<file path="config.mk">
export PLATFORM = sky130hd
export DESIGN_NAME = field_frame_parser
export DESIGN_NICKNAME = d
export VERILOG_FILES = /design/src/rtl/ffp_pkg.sv /design/src/rtl/field_frame_parser.sv
export SDC_FILE = /design/constraint.sdc
export NUM_CORES = 1
export LEC_CHECK = 0
export BUFFER_PORTS_ARGS = -buffer_cell sky130_fd_sc_hd__buf_2
export CORE_MARGIN = 10
export CORE_UTILIZATION = 60
export DETAILED_ROUTE_END_ITERATION = 7
export PLACE_DENSITY = 0.81
export SLEW_MARGIN = 20
export SYNTH_ARGS = -nofsm -noshare
export SYNTH_HDL_FRONTEND = slang
export SYNTH_SLANG_ARGS = --single-unit
</file>
<file path="constraint.sdc">
create_clock -name clk -period 8.9 [get_ports clk]
set_input_delay 0.89 -clock clk [delete_from_list [all_inputs] [get_ports clk]]
set_output_delay 0.89 -clock clk [all_outputs]
set_load 0.1 [all_outputs]
</file>
<file path="src/rtl/ffp_pkg.sv">
// Shared types and constants of the field frame parser.
`default_nettype none

package ffp_pkg;

	// Framing constants
	localparam logic [7:0] PREAMBLE_BYTE   = 8'hFF;
	localparam logic [2:0] MIN_FRAME_BYTES = 3'd6;
	localparam logic [7:0] STATUS_BYTES    = 8'd2;

	// Widths of the result item
	localparam int unsigned OUT_DATA_W = 72;

	// Parse phase of the current frame
	typedef enum logic [3:0] {
		PH_PRE   = 4'd0,
		PH_ADDR  = 4'd1,
		PH_CMD   = 4'd2,
		PH_COUNT = 4'd3,
		PH_ST1   = 4'd4,
		PH_ST2   = 4'd5,
		PH_BODY  = 4'd6,
		PH_CHK   = 4'd7,
		PH_DONE  = 4'd8
	} phase_t;

	// Frame status reported with the end item
	typedef enum logic [2:0] {
		ST_OK         = 3'd0,
		ST_SHORT      = 3'd1,
		ST_PREAMBLE   = 3'd2,
		ST_BAD_START  = 3'd3,
		ST_TRUNC_HDR  = 3'd4,
		ST_TOO_LONG   = 3'd5,
		ST_TRUNC_BODY = 3'd6,
		ST_CHECKSUM   = 3'd7
	} status_t;

	// Configuration register indexes
	typedef enum logic [1:0] {
		REG_SHORT_START = 2'd0,
		REG_LONG_START  = 2'd1,
		REG_RESP_MASK   = 2'd2,
		REG_MAX_LEN     = 2'd3
	} reg_index_t;

	// Item kind on the result side
	localparam logic KIND_DATA = 1'b0;
	localparam logic KIND_END  = 1'b1;

endpackage

`default_nettype wire

</file>
<file path="src/rtl/field_frame_parser.sv">
// Top level of the field frame parser: byte stream in, body bytes and frame reports out.
//
//  channel   dir  handshake          payload
//  s_axis    in   tvalid / tready    tdata = rx_byte, tlast = end_of_buffer
//  m_axis    out  tvalid / tready    tuser = item_kind, tdata = body byte or frame report
//  cfg       in   cfg_we             cfg_index, cfg_data (no read-back)
//
// One byte per cycle while the output is not stalled: an input register feeds the parse
// logic, which loads the result register in the same cycle; an item passes both registers.
// The input register doubles as a skid stage, so a byte is taken while a result waits.
// arst_n clears the configuration to its defaults, the frame state and the error counter.
// A stalled result holds; the input side stalls only when both registers are full.
`default_nettype none

module field_frame_parser (
	input  wire logic        clk,
	input  wire logic        arst_n,
	// configuration write port
	input  wire logic        cfg_we,
	input  wire logic [1:0]  cfg_index,
	input  wire logic [7:0]  cfg_data,
	// byte input
	input  wire logic        s_axis_tvalid,
	output logic             s_axis_tready,
	input  wire logic [7:0]  s_axis_tdata,   // [7:0] rx_byte
	input  wire logic        s_axis_tlast,   // end_of_buffer
	// result output
	output logic             m_axis_tvalid,
	input  wire logic        m_axis_tready,
	output logic [ffp_pkg::OUT_DATA_W-1:0] m_axis_tdata,
	// [7:0] body_byte, [10:8] parse_status, [11] long_format, [12] response_flag,
	// [20:13] frame_address, [28:21] frame_command, [36:29] expansion_status_first,
	// [44:37] expansion_status_second, [52:45] data_count,
	// [68:53] checksum_error_total, [71:69] zero
	output logic             m_axis_tuser    // [0] item_kind
);
	import ffp_pkg::*;

	// Configuration registers
	logic [7:0] short_code_q, long_code_q, resp_mask_q, max_len_q;

	// Input stage
	logic       valid_s1;
	logic [7:0] byte_s1;
	logic       last_s1;

	// Frame state
	phase_t      phase_q, phase_n;
	logic [2:0]  seen_q, seen_n, seen_inc;
	logic [2:0]  ferr_q, ferr_n;
	logic [7:0]  remain_q, remain_n;
	logic [7:0]  xor_q, xor_n;
	logic        long_q, long_n;
	logic        resp_q, resp_n;
	logic [7:0]  addr_q, addr_n;
	logic [7:0]  cmd_q, cmd_n;
	logic [7:0]  st1_q, st1_n;
	logic [7:0]  st2_q, st2_n;
	logic [7:0]  len_q, len_n;
	logic [15:0] crc_cnt_q, crc_cnt_n;

	// Result register
	logic                  out_valid_q;
	logic                  out_user_q;
	logic [OUT_DATA_W-1:0] out_data_q;

	// Parse outputs
	logic                  advance;
	logic                  fire;
	logic                  produce;
	logic                  res_user;
	logic [OUT_DATA_W-1:0] res_data;
	logic [2:0]            err;
	logic                  emit;
	logic                  do_len;
	logic [7:0]            dl;
	logic [7:0]            remain_dec;
	logic [2:0]            status;
	logic                  hdr;

	assign advance       = !out_valid_q || m_axis_tready;
	assign s_axis_tready = !valid_s1 || advance;
	assign fire          = valid_s1 && advance;

	// Write configuration registers
	always_ff @(posedge clk or negedge arst_n) begin
		if (!arst_n) begin
			short_code_q <= 8'd2;
			long_code_q  <= 8'd130;
			resp_mask_q  <= 8'd128;
			max_len_q    <= 8'd255;
		end else if (cfg_we) begin
			unique case (reg_index_t'(cfg_index))
				REG_SHORT_START: short_code_q <= cfg_data;
				REG_LONG_START:  long_code_q  <= cfg_data;
				REG_RESP_MASK:   resp_mask_q  <= cfg_data;
				REG_MAX_LEN:     max_len_q    <= cfg_data;
				default: ;
			endcase
		end
	end

	// Hold the accepted byte until the parse logic takes it
	always_ff @(posedge clk or negedge arst_n) begin
		if (!arst_n) begin
			valid_s1 <= 1'b0;
		end else if (s_axis_tready) begin
			valid_s1 <= s_axis_tvalid;
		end
	end

	always_ff @(posedge clk) begin
		if (s_axis_tready && s_axis_tvalid) begin
			byte_s1 <= s_axis_tdata;
			last_s1 <= s_axis_tlast;
		end
	end

	// Parse one byte: next frame state and the result it causes
	always_comb begin
		seen_inc  = (seen_q < MIN_FRAME_BYTES) ? seen_q + 3'd1 : MIN_FRAME_BYTES;
		phase_n   = phase_q;
		seen_n    = seen_q;
		ferr_n    = ferr_q;
		remain_n  = remain_q;
		xor_n     = xor_q;
		long_n    = long_q;
		resp_n    = resp_q;
		addr_n    = addr_q;
		cmd_n     = cmd_q;
		st1_n     = st1_q;
		st2_n     = st2_q;
		len_n     = len_q;
		crc_cnt_n = crc_cnt_q;
		err       = ST_OK;
		emit      = 1'b0;
		do_len    = 1'b0;
		dl        = byte_s1;
		remain_dec = remain_q - 8'd1;

		unique case (phase_q)
			PH_PRE: begin
				if (byte_s1 == PREAMBLE_BYTE) begin
					if (last_s1) err = ST_PREAMBLE;
				end else if (byte_s1 == short_code_q || byte_s1 == long_code_q) begin
					long_n  = (byte_s1 == long_code_q);
					xor_n   = byte_s1;
					phase_n = PH_ADDR;
					if (last_s1) err = ST_TRUNC_HDR;
				end else begin
					err = ST_BAD_START;
				end
			end
			PH_ADDR: begin
				addr_n  = byte_s1;
				xor_n   = xor_q ^ byte_s1;
				phase_n = PH_CMD;
				if (last_s1) err = ST_TRUNC_HDR;
			end
			PH_CMD: begin
				resp_n  = |(byte_s1 & resp_mask_q);
				cmd_n   = byte_s1 & ~resp_mask_q;
				xor_n   = xor_q ^ byte_s1;
				phase_n = PH_COUNT;
				if (last_s1) err = ST_TRUNC_HDR;
			end
			PH_COUNT: begin
				xor_n = xor_q ^ byte_s1;
				if (long_q) begin
					remain_n = byte_s1;
					phase_n  = PH_ST1;
					if (last_s1) err = ST_TRUNC_HDR;
				end else begin
					do_len = 1'b1;
				end
			end
			PH_ST1: begin
				xor_n   = xor_q ^ byte_s1;
				st1_n   = byte_s1;
				phase_n = PH_ST2;
				if (last_s1) err = ST_TRUNC_HDR;
			end
			PH_ST2: begin
				xor_n  = xor_q ^ byte_s1;
				st2_n  = byte_s1;
				dl     = (remain_q > STATUS_BYTES) ? remain_q - STATUS_BYTES : 8'd0;
				do_len = 1'b1;
			end
			PH_BODY: begin
				if (last_s1) begin
					err = ST_TRUNC_BODY;
				end else begin
					emit     = 1'b1;
					xor_n    = xor_q ^ byte_s1;
					remain_n = remain_dec;
					if (remain_dec == 8'd0) phase_n = PH_CHK;
				end
			end
			PH_CHK: begin
				if (byte_s1 != xor_q) err = ST_CHECKSUM;
				phase_n = PH_DONE;
			end
			default: ;
		endcase

		// Check the data length once it is known
		if (do_len) begin
			if (dl > max_len_q) begin
				err = ST_TOO_LONG;
			end else if (last_s1) begin
				err = ST_TRUNC_BODY;
			end else begin
				len_n    = dl;
				remain_n = dl;
				phase_n  = (dl != 8'd0) ? PH_BODY : PH_CHK;
			end
		end

		// Keep the first error and stop parsing
		if (err != ST_OK) begin
			if (ferr_q == ST_OK) ferr_n = err;
			phase_n = PH_DONE;
		end

		status = (seen_inc < MIN_FRAME_BYTES) ? ST_SHORT : ferr_n;
		hdr    = (status != ST_SHORT);
		if (last_s1 && status == ST_CHECKSUM) crc_cnt_n = crc_cnt_q + 16'd1;

		// Build the result item
		res_data = '0;
		res_user = KIND_DATA;
		if (last_s1) begin
			res_user        = KIND_END;
			res_data[10:8]  = status;
			res_data[11]    = hdr & long_n;
			res_data[12]    = hdr & resp_n;
			res_data[20:13] = hdr ? addr_n : 8'd0;
			res_data[28:21] = hdr ? cmd_n : 8'd0;
			res_data[36:29] = hdr ? st1_n : 8'd0;
			res_data[44:37] = hdr ? st2_n : 8'd0;
			res_data[52:45] = (status == ST_OK || status == ST_CHECKSUM) ? len_n : 8'd0;
			res_data[68:53] = crc_cnt_n;
		end else begin
			res_data[7:0] = byte_s1;
		end
		produce = last_s1 || emit;

		// Start over after the last byte of a buffer
		if (last_s1) begin
			phase_n  = PH_PRE;
			seen_n   = 3'd0;
			ferr_n   = ST_OK;
			remain_n = 8'd0;
			xor_n    = 8'd0;
			long_n   = 1'b0;
			resp_n   = 1'b0;
			addr_n   = 8'd0;
			cmd_n    = 8'd0;
			st1_n    = 8'd0;
			st2_n    = 8'd0;
			len_n    = 8'd0;
		end else begin
			seen_n = seen_inc;
		end
	end

	// Advance frame state
	always_ff @(posedge clk or negedge arst_n) begin
		if (!arst_n) begin
			phase_q   <= PH_PRE;
			seen_q    <= 3'd0;
			ferr_q    <= ST_OK;
			remain_q  <= 8'd0;
			xor_q     <= 8'd0;
			long_q    <= 1'b0;
			resp_q    <= 1'b0;
			addr_q    <= 8'd0;
			cmd_q     <= 8'd0;
			st1_q     <= 8'd0;
			st2_q     <= 8'd0;
			len_q     <= 8'd0;
			crc_cnt_q <= 16'd0;
		end else if (fire) begin
			phase_q   <= phase_n;
			seen_q    <= seen_n;
			ferr_q    <= ferr_n;
			remain_q  <= remain_n;
			xor_q     <= xor_n;
			long_q    <= long_n;
			resp_q    <= resp_n;
			addr_q    <= addr_n;
			cmd_q     <= cmd_n;
			st1_q     <= st1_n;
			st2_q     <= st2_n;
			len_q     <= len_n;
			crc_cnt_q <= crc_cnt_n;
		end
	end

	// Load or drain the result register
	always_ff @(posedge clk or negedge arst_n) begin
		if (!arst_n) begin
			out_valid_q <= 1'b0;
		end else if (advance) begin
			out_valid_q <= fire && produce;
		end
	end

	always_ff @(posedge clk) begin
		if (fire && produce) begin
			out_user_q <= res_user;
			out_data_q <= res_data;
		end
	end

	assign m_axis_tvalid = out_valid_q;
	assign m_axis_tuser  = out_user_q;
	assign m_axis_tdata  = out_data_q;

endmodule

`default_nettype wire

</file>
=== Word level (Yosys, flattened, before mapping) ===
Cells that the tools add are included.

* Equality and inequality tests: 18
* Reduce and logical (&&, ||, !) cells: 29
* Order comparisons: 4
* Add/sub/neg operators: 4
* Muxes and demuxes: 62
* Bitwise logic cells: 6

{| class="wikitable"
|+ Operators with widths
! operator !! count
|-
| 8-bit two-way mux || 21
|-
| 3-bit two-way mux || 15
|-
| 4-bit two-way mux || 8
|-
| 8-bit one-hot mux with 2 select lines || 2
|-
| 4-bit one-hot mux with 7 select lines || 1
|-
| 16-bit by 1-bit adder with 16-bit output, second input constant || 1
|-
| 8-bit bitwise AND || 2
|-
| 4-bit by 3-bit equality test with 1-bit output, second input constant || 4
|-
| 8-bit equality test || 2
|-
| 16-bit two-way mux || 1
|-
| 3-bit one-hot mux with 5 select lines || 1
|-
| 2-bit AND reduction || 6
|-
| 1-bit two-way mux || 11
|-
| 4-bit by 2-bit equality test with 1-bit output, second input constant || 2
|-
| 8-bit equality test, second input constant || 1
|-
| 8-bit by 2-bit > comparator with 1-bit output, second input constant || 1
|-
| 8-bit > comparator || 1
|-
| 8-bit zero test || 1
|-
| 8-bit != test || 1
|-
| 8-bit inverter || 1
|-
| 8-bit nonzero test || 1
|-
| 8-bit OR reduction || 1
|-
| 8-bit by 1-bit subtractor with 8-bit output, second input constant || 1
|-
| 8-bit by 2-bit subtractor with 8-bit output, second input constant || 1
|-
| other kinds (22) || 36
|}

* Logic and storage cells: 149
* Input bits: 24
* Flip-flop bits (word level): 197
* Output and inout bits: 75

=== Longest topological paths before layout ===
Gate-level depths: netlist of run 1.

* Word-level depth: 14
* Mapped depth: 20
* Depth with buffers taken out: 18

=== Least setup slack after synthesis of run 1 ===
Ideal clock, no wire load.

* Path kind: input -> register
* Start: input m_axis_tready
* End: register out_data_q[0], in the netlist m_axis_tdata[0] (enable)
* Slack: 3,923 ps
* Buffers on the path: 2
* Library setup time: 498 ps
* Arrival time: 4,479 ps
* Stages: 5
* Required time: 8,402 ps
* Path through: nand2b_1 nand2_1 clkbuf_1 clkbuf_1 nor2_1

* Word-level cells in the longest chain between the ends: 3

{| class="wikitable"
|+ Ends and longest elaborated chain
! item !! line !! text
|-
| from (decl) || field_frame_parser.sv:29 || <nowiki>input wire logic m_axis_tready,</nowiki>
|-
| 1-bit logical OR || field_frame_parser.sv:81 || <nowiki>assign advance = !out_valid_q || m_axis_tready;</nowiki>
|-
| 1-bit logical AND || field_frame_parser.sv:83 || <nowiki>assign fire = valid_s1 && advance;</nowiki>
|-
| 1-bit logical AND || field_frame_parser.sv:310 || <nowiki>if (fire && produce) begin</nowiki>
|-
| to (signal assigned) || field_frame_parser.sv:312 || <nowiki>out_data_q <= res_data;</nowiki>
|-
| to (decl) || field_frame_parser.sv:65 || <nowiki>logic [OUT_DATA_W-1:0] out_data_q;</nowiki>
|}

No other way between the ends.
A chain may end at the register's enable or synchronous reset.

=== Worst setup path in the final report of run 1 ===
* Start: register phase_q[2]
* End: register out_data_q[68], in the netlist m_axis_tdata[68] (data pin)

* Word-level cells in the longest chain between the ends: 12
* Elaborated cells between the ends (all ways): 23
* Those cells by class: order compare: 1; eq/ne: 8; mux: 10; reduce/logical: 4

{| class="wikitable"
|+ Ends and longest elaborated chain
! item !! line !! text
|-
| from (decl) || field_frame_parser.sv:48 || <nowiki>phase_t phase_q, phase_n;</nowiki>
|-
| from (signal assigned) || field_frame_parser.sv:284 || <nowiki>phase_q <= phase_n;</nowiki>
|-
| branches (longest 5 deep; another with 8-bit > comparator) || n/a ||
|-
| 3-bit two-way mux * || field_frame_parser.sv:207 || <nowiki>if (do_len) begin</nowiki>
|-
| 3-bit nonzero test or 3-bit two-way mux (tied branches) || field_frame_parser.sv:220, field_frame_parser.sv:221 ||
|-
| 3-bit two-way mux * || field_frame_parser.sv:220 || <nowiki>if (err != ST_OK) begin</nowiki>
|-
| 3-bit two-way mux * || field_frame_parser.sv:225 || <nowiki>status = (seen_inc < MIN_FRAME_BYTES) ? ST_SHORT : ferr_n;</nowiki>
|-
| 3-bit equality test * || field_frame_parser.sv:227 || <nowiki>if (last_s1 && status == ST_CHECKSUM) crc_cnt_n = crc_cnt_q + 16'd1;</nowiki>
|-
| 1-bit logical AND * || field_frame_parser.sv:227 ||
|-
| 16-bit two-way mux * || field_frame_parser.sv:227 ||
|}

Every way passes the cells marked *.

==> summary.txt, run 1 <==
status: finished, final reports clean
Post-synth EDFFs: 79
Port-buffer cells: 95
Comb pwr share: 23.2%
DR vias: 7807
Synth Cell Area: 9778 um^2
TNS Setup: 0 ns
vias per inst: 6.191
DRC: 0
Crit-path slowest cell: dfrtp_1
Post-Syn Area per Cell: 10.22 um^2
Int Power: 1.696 mW
GPL Wtd Cong: 0.9406
dpl hpwl: 16150 um
Crit Reg-Reg Startpoint: phase_q[2]
Chip Width: 147.7 um
CTS tree: built
share of total power in sequential cells: 45.5%
CP Capture Type: flop
pwr/cell area: 231.1 nW/um^2
CP Class: flop to flop
ys async rst share: 59.90%
total CTS buffers: 17
layout cell share with drive strength beyond 1: 18.76%
Core Footprint: 15940 um^2
WP data arrival: 5.18 ns
die area: 21800 um^2
Req. time, crit path: 9.19 ns
Leak Pwr: 4.476 nW
crit path cell chain: inv_1 -> nor2_1 -> nand3_1 -> a21oi_1 -> inv_1 -> ha_1 -> nand4_1 -> nor2_1 -> a211oi_1 -> o21ai_0 -> a41o_1 -> or3_4 -> or4_1 -> a21oi_1
TritonRoute pass-1 iters: 6
WL final: 24540 um
Reg2Reg Capture Point: m_axis_tdata[68]
H-tree depth: 4
Worst path max stage delay: 0.61 ns
fin. max-slew vios: 0
internal reg-to-reg setup slack: 4.01 ns
Crit Path Max Fanout: 29
Root Buffer: clkbuf_16
fin crit share: 54.99%
Power, Total: 2.546 mW
final-layout fill cell count: 1189
Max Cap Viol: 0
synth unique cells: 66
initial drt markers: 901
slew margin rel.: 32.69%
area grow syn2layout: 12.66%
clk buf depth: 2
GRT Util Overall: 22.62%
hold_sp: st1_q[7]
post-synthesis register bit count: 197
die height: 147.7 um
first-pass GRT wire length: 39930 um
Hold WC Path Type: flop to flop
most used flip-flop cell after synthesis: dfrtp_1
drt wl/cell: 19.46 um
vias in the first global route: 7592
Skew-Pair Late Insertion Delay: 0.43 ns
sw frac: 33.36%
Clock Skews: 0.008688 ns
Synth Warn #: 0
Min-Delay Path Depth: 1
maximum vdd drop: 0.1470 mV
Worst Max-Slew Pin Slew: 1.003 ns
Final Hold Fails: 0
cell depth of the worst flop-to-flop path: 14
fmax: 0.2043 GHz
Initial Util: 61.33%
# rows: 46
maximum number of pins on one net before global-route repair: 72
initial antenna violation count: 0
Hold-fix buffers, CTS: 0
post_cts resized: 0
setup violators final: 0
CTS sink cnt: 197
Psw: 849.2 uW
num ports: 99
antenna-violating nets left: 0
ant diodes: 0
Post-CTS Setup Inserts: 0
WHS Endpoint: st1_q[7]
Synth Instances: 957
post-synthesis sequential area ratio: 54.61%
min Tclk post-route: 4.895 ns
Final #Nets: 1071
RSZ-0062 raised after global routing: false
Clock power frac: 31.2%
Reg clk slew, reported paths: 0.07 ns
CP Launch Type: flop
total grt overflow: 0
cell usage in the layout (no fill, tap or decap), types with 12 or more instances in the layout:
| cell type | instances |
|---|---|
| inv_1 | 27 |
| nor4_1 | 17 |
| nand3_1 | 17 |
| ha_1 | 15 |
| nor3_1 | 16 |
| o21ai_0 | 84 |
| mux2_2 | 33 |
| nand2_1 | 170 |
| buf_4 | 16 |
| xor2_1 | 19 |
| edfxtp_1 | 79 |
| clkbuf_16 | 17 |
| xnor2_1 | 29 |
| nand4_1 | 14 |
| buf_2 | 94 |
| dfrtp_1 | 106 |
| nor2_1 | 47 |
| a21oi_1 | 68 |
| dfstp_2 | 12 |
worst max-delay path, delay by kind of cell (launching register included):
| family | cells | cell delay (ns) |
|---|---|---|
| AOI/OAI and AO/OA | 5 | 1.59 |
| adders and majority gates | 1 | 0.31 |
| buffers and inverters | 2 | 0.25 |
| DFF | 1 | 0.61 |
| and+or+nand+nor | 6 | 1.98 |
sequential cells by signal, summed over array words and instances (netlist names), 3 cells and up:
register      count
m_axis_tdata     69
crc_cnt_q        16
addr_q            8
byte_s1           8
cmd_q             8
len_q             8
long_code_q       8
max_len_q         8
remain_q          8
resp_mask_q       8
short_code_q      8
st1_q             8
st2_q             8
xor_q             8
phase_q           4
ferr_q            3
seen_q            3
cell families (layout without fill, tap and decap cells):
family	Yosys count	count (layout)	synth area share (%)
fa+ha+maj	15	15	1.919
mux	38	38	4.312
xor+xnor	48	48	4.299
compound gates	231	231	14.47
flops	197	197	54.61
simple gates	343	343	16.67
other cells	1	3	0.03835
buf+inv	84	170	3.672
power groups by stage:
| stage | registers (mW) | logic, mW | clock network, mW |
|---|---|---|---|
| floorplan | 1.27 | 0.334 | 0 |
| global placement | 1.16 | 0.566 | 0 |
| detailed placement | 1.17 | 0.580 | 0 |
| CTS | 1.16 | 0.589 | 0.795 |
| global route | 1.17 | 0.640 | 0.831 |
| finish | 1.16 | 0.591 | 0.795 |
cell type report:
type / count / area (um^2) / area share, %
clock buffers: 22 / 454.2 / 4.123
multi-input cells: 678 / 4108 / 37.29
inverters: 28 / 105.1 / 0.9541
repair buffers: 110 / 590.6 / 5.361
well taps: 216 / 270.3 / 2.453
clock inverters: 10 / 147.6 / 1.340
flip-flops and latches: 197 / 5340 / 48.48
synth_stat cells (6+ instances only):
cell	number	area share, %
edfxtp_1	79	24
dfrtp_1	106	27
inv_1	27	1.0
nand2b_1	6	0.38
nor4_1	17	1.1
nor2_1	48	1.8
xor2_1	19	1.7
nor4b_1	10	0.90
nor3_1	16	0.82
a21oi_1	68	3.5
dfstp_2	12	3.2
nand2_1	170	6.5
a21boi_0	8	0.61
nand3_1	17	0.87
mux2_2	33	3.8
nand4_1	14	0.90
xnor2_1	29	2.6
a22oi_1	6	0.46
ha_1	15	1.9
o21ai_0	84	4.3
o31ai_1	6	0.46
clkbuf_1	44	1.7
a221o_1	8	0.82
nand3b_1	11	0.84
through the flow:
stage / hold slack (ns) / setup slack (ns) / cell area (um^2) / std cells / util (%)
6_report: 0.4827 / 4.005 / 11020 / 1261 / 69.09
3_5_place_dp: 0.4652 / 4.124 / 10400 / 1229 / 65.26
5_1_grt: 0.5083 / 3.590 / 11020 / 1261 / 69.09
2_1_floorplan: 0.4244 / 3.923 / 9786 / 959 / -
4_1_cts: 0.4799 / 4.089 / 11010 / 1261 / 69.03
3_3_place_gp: 0.4602 / 4.279 / 10400 / 1229 / 65.26
layer usage:
metal / up-vias / global-route usage, % / routed length [um]
met3: 59 / 4.915 / 2138
met2: 391 / 37.92 / 12030
met1: 3769 / 28.23 / 9786
met5: - / 0 / 0
li1: 3588 / - / -
met4: 0 / 8.276 / 584
how the worst max path moves through the flow:
stage	start	to	slack [ns]	depth (start not counted)
after floorplan	m_axis_tready	m_axis_tdata[0]	3.92	5
after CTS	phase_q[2]	m_axis_tdata[68]	4.09	14
after detailed placement	phase_q[2]	m_axis_tdata[68]	4.12	14
after global placement	phase_q[2]	m_axis_tdata[68]	4.28	14
final	phase_q[2]	m_axis_tdata[68]	4.01	14
after global routing	phase_q[2]	m_axis_tdata[61]	3.59	14
No activity file was read; power rests on OpenSTA's default activity.
==> run 2, diff against run 1 <==
- CORE_UTILIZATION: 60 -> 59
- PLACE_DENSITY: 0.81 -> 0.8
- clock period: 8.9 -> 5.1 ns (I/O delays scaled with it)
==> run 2 against run 1 <==
Sequential share of layout area fell by 0.47 points. Largest power group unchanged. Largest cell class unchanged. Worst setup slack worse by 3.4 ns. Worst hold slack got worse by 0.26 ns.
==> summary.txt, run 2 (same netlist as run 1, synthesis figures left out) <==
status: finished, final reports clean
Hold WC Path Type: input port to async pin
area grow syn2layout: 13.76%
maximum vdd drop: 0.2385 mV (+62%)
commonest cells after routing, fill and taps aside: nand2_1, dfrtp_1, buf_2, o21ai_0, edfxtp_1
Worst Max-Slew Pin Slew: 1.024 ns (+0.02067 ns)
Most common cell on crit path: a21oi_1
initial antenna violation count: 0 (unchanged)
vias in the first global route: 7407 (-2.4%)
fmax: 0.2208 GHz (+8.1%)
Req. time, crit path: 5.39 ns (-3.80 ns)
CTS tree: built
CP Capture Type: flop
Chip Width: 148.7 um (+0.73%)
most common cell after layout, fill and taps aside: nand2_1
initial drt markers: 818 (-9.2%)
slew margin rel.: 31.76% (-0.93 points)
Power, Total: 4.413 mW (+73%)
H-tree depth: 4 (unchanged)
fin crit share: 88.81% (+34 points)
WL final: 25300 um (+3.1%)
post_cts resized: 0 (unchanged)
die height: 148.7 um (+0.73%)
TritonRoute pass-1 iters: 7 (+1)
die area: 22120 um^2 (+1.5%)
Util after Layout: 67.80% (-1.3 points)
clk buf depth: 2 (unchanged)
first-pass GRT wire length: 40310 um (+0.95%)
number of flip-flops in the largest register: 69 (unchanged)
antenna-violating nets left: 0 (unchanged)
GPL Wtd Cong: 0.9734 (+3.5%)
Leak Pwr: 4.547 nW (+1.6%)
cell depth of the worst flop-to-flop path: 16 (+2)
num ports: 99 (unchanged)
layout cell share with drive strength beyond 1: 20.11% (+1.4 points)
drt wl/cell: 19.78 um (+1.6%)
maximum number of pins on one net before global-route repair: 80 (+11%)
Clock Skews: 0.01556 ns (+0.006875 ns)
setup violators final: 0 (unchanged)
DR vias: 7787 (-0.26%)
WP data arrival: 4.82 ns (-0.36 ns)
Skew-Pair Late Insertion Delay: 0.44 ns (about the same)
Initial Util: 59.60% (-1.7 points)
RSZ-0062 raised after global routing: false
Final Hold Fails: 0 (unchanged)
Worst path max stage delay: 0.54 ns (-0.07 ns)
Core Footprint: 16410 um^2 (+2.9%)
pwr/cell area: 396.7 nW/um^2 (+72%)
CP Launch Type: flop
Post-CTS Setup Inserts: 0 (unchanged)
total grt overflow: 0 (unchanged)
fin. max-slew vios: 0 (unchanged)
Port-buffer cells: 95 (unchanged)
Crit Path Max Fanout: 29 (unchanged)
Reg clk slew, reported paths: 0.08 ns (about the same)
TNS Setup: 0 ns (unchanged)
final-layout fill cell count: 1218 (+2.4%)
min Tclk post-route: 4.529 ns (-0.3652 ns)
DRC: 0 (unchanged)
vias per inst: 6.088 (-1.7%)
crit path cell chain: or3_1 -> a21oi_1 -> nand2_1 -> nand2_1 -> nor2_1 -> a21oi_1 -> inv_1 -> ha_1 -> nand4_1 -> nor2_1 -> a211oi_1 -> o21ai_0 -> a41o_1 -> or3_4 -> or4_1 -> a21oi_1
CTS sink cnt: 197 (unchanged)
Root Buffer: clkbuf_16
Max Cap Viol: 0 (unchanged)
Final #Nets: 1085 (+1.3%)
dpl hpwl: 17050 um (+5.6%)
CP Class: flop to flop
# rows: 47 (+2.2%)
Crit-path slowest cell: or4_1
GRT Util Overall: 22.91% (+0.29 points)
total CTS buffers: 17 (unchanged)
Hold-fix buffers, CTS: 0 (unchanged)
ant diodes: 0 (unchanged)
[run 2: cell count changes in the layout (fill, tap and decap cells not counted)]
cell / previous run / this run
buf_4: 16 / 30
clkbuf_1: 4 / 1
clkbuf_8: 1 / 3
bufinv_16: 3 / 2
clkinv_1: 1 / 2
clkinv_2: 1 / 2
inv_6: 1 / 2
inv_8: 1 / 0
nor3_1: 16 / 15
nor3_2: 2 / 3
[run 2: through the flow]
step | area (um^2) | instances | hold slack, ns | worst slack [ns]
CTS | 11110 | 1279 | 0.2415 | 0.5879
finish | 11120 | 1279 | 0.2183 | 0.5707
global route | 11120 | 1279 | 0.2391 | 0.1061
floorplan | 9786 | 959 | 0.2144 | 0.1522
global placement | 10510 | 1247 | 0.4580 | 0.6941
detailed placement | 10520 | 1247 | 0.4664 | 0.6086
[run 2: critical path: cells and delay by family, from the launching register on]
family / cells / cell delay, ns
AOI/OAI and AO/OA: 6 / 1.46
adders and majority gates: 1 / 0.30
buffers and inverters: 1 / 0.10
DFF: 1 / 0.48
and+or+nand+nor: 8 / 2.04
[run 2: per-layer routing]
metal | GRT usage [%] | vias up | wire (um)
li1 | - | 3615 | -
met1 | 29.79 | 3776 | 10280
met2 | 37.02 | 340 | 12270
met3 | 4.399 | 56 | 1984
met4 | 9.519 | 0 | 771
met5 | 0 | - | 0
[run 2: final cells by class]
class                           instances  area (um^2)  area share (%)
Clock buffer                           21        470.5           4.229
Inverter                               28        105.1          0.9449
Tap cell                              220        275.3           2.475
Sequential cell                       197         5340           48.01
Clock inverter                         11        123.9           1.114
Multi-Input combinational cell        678         4113           36.97
Timing Repair Buffer                  124        695.7           6.254
[run 2: final timing paths]
path                            startpoint          endpoint  slack [ns]
max reg2reg                    remain_q[3]  m_axis_tdata[68]        0.57
min                                 arst_n       remain_q[5]        0.22
max                            remain_q[3]  m_axis_tdata[68]        0.57
min reg2reg                       st1_q[7]          st1_q[7]        0.48
max in group asynchronous           arst_n      crc_cnt_q[1]        3.76
min in group clk           s_axis_tdata[5]        byte_s1[5]        0.24
[run 2: where the power goes]
part / total, mW / internal [mW] / switching, mW
logic: 1.06 / 0.330 / 0.735
clock network: 1.36 / 0.763 / 0.593
registers: 1.99 / 1.85 / 0.140
total: 4.41 / 2.94 / 1.47
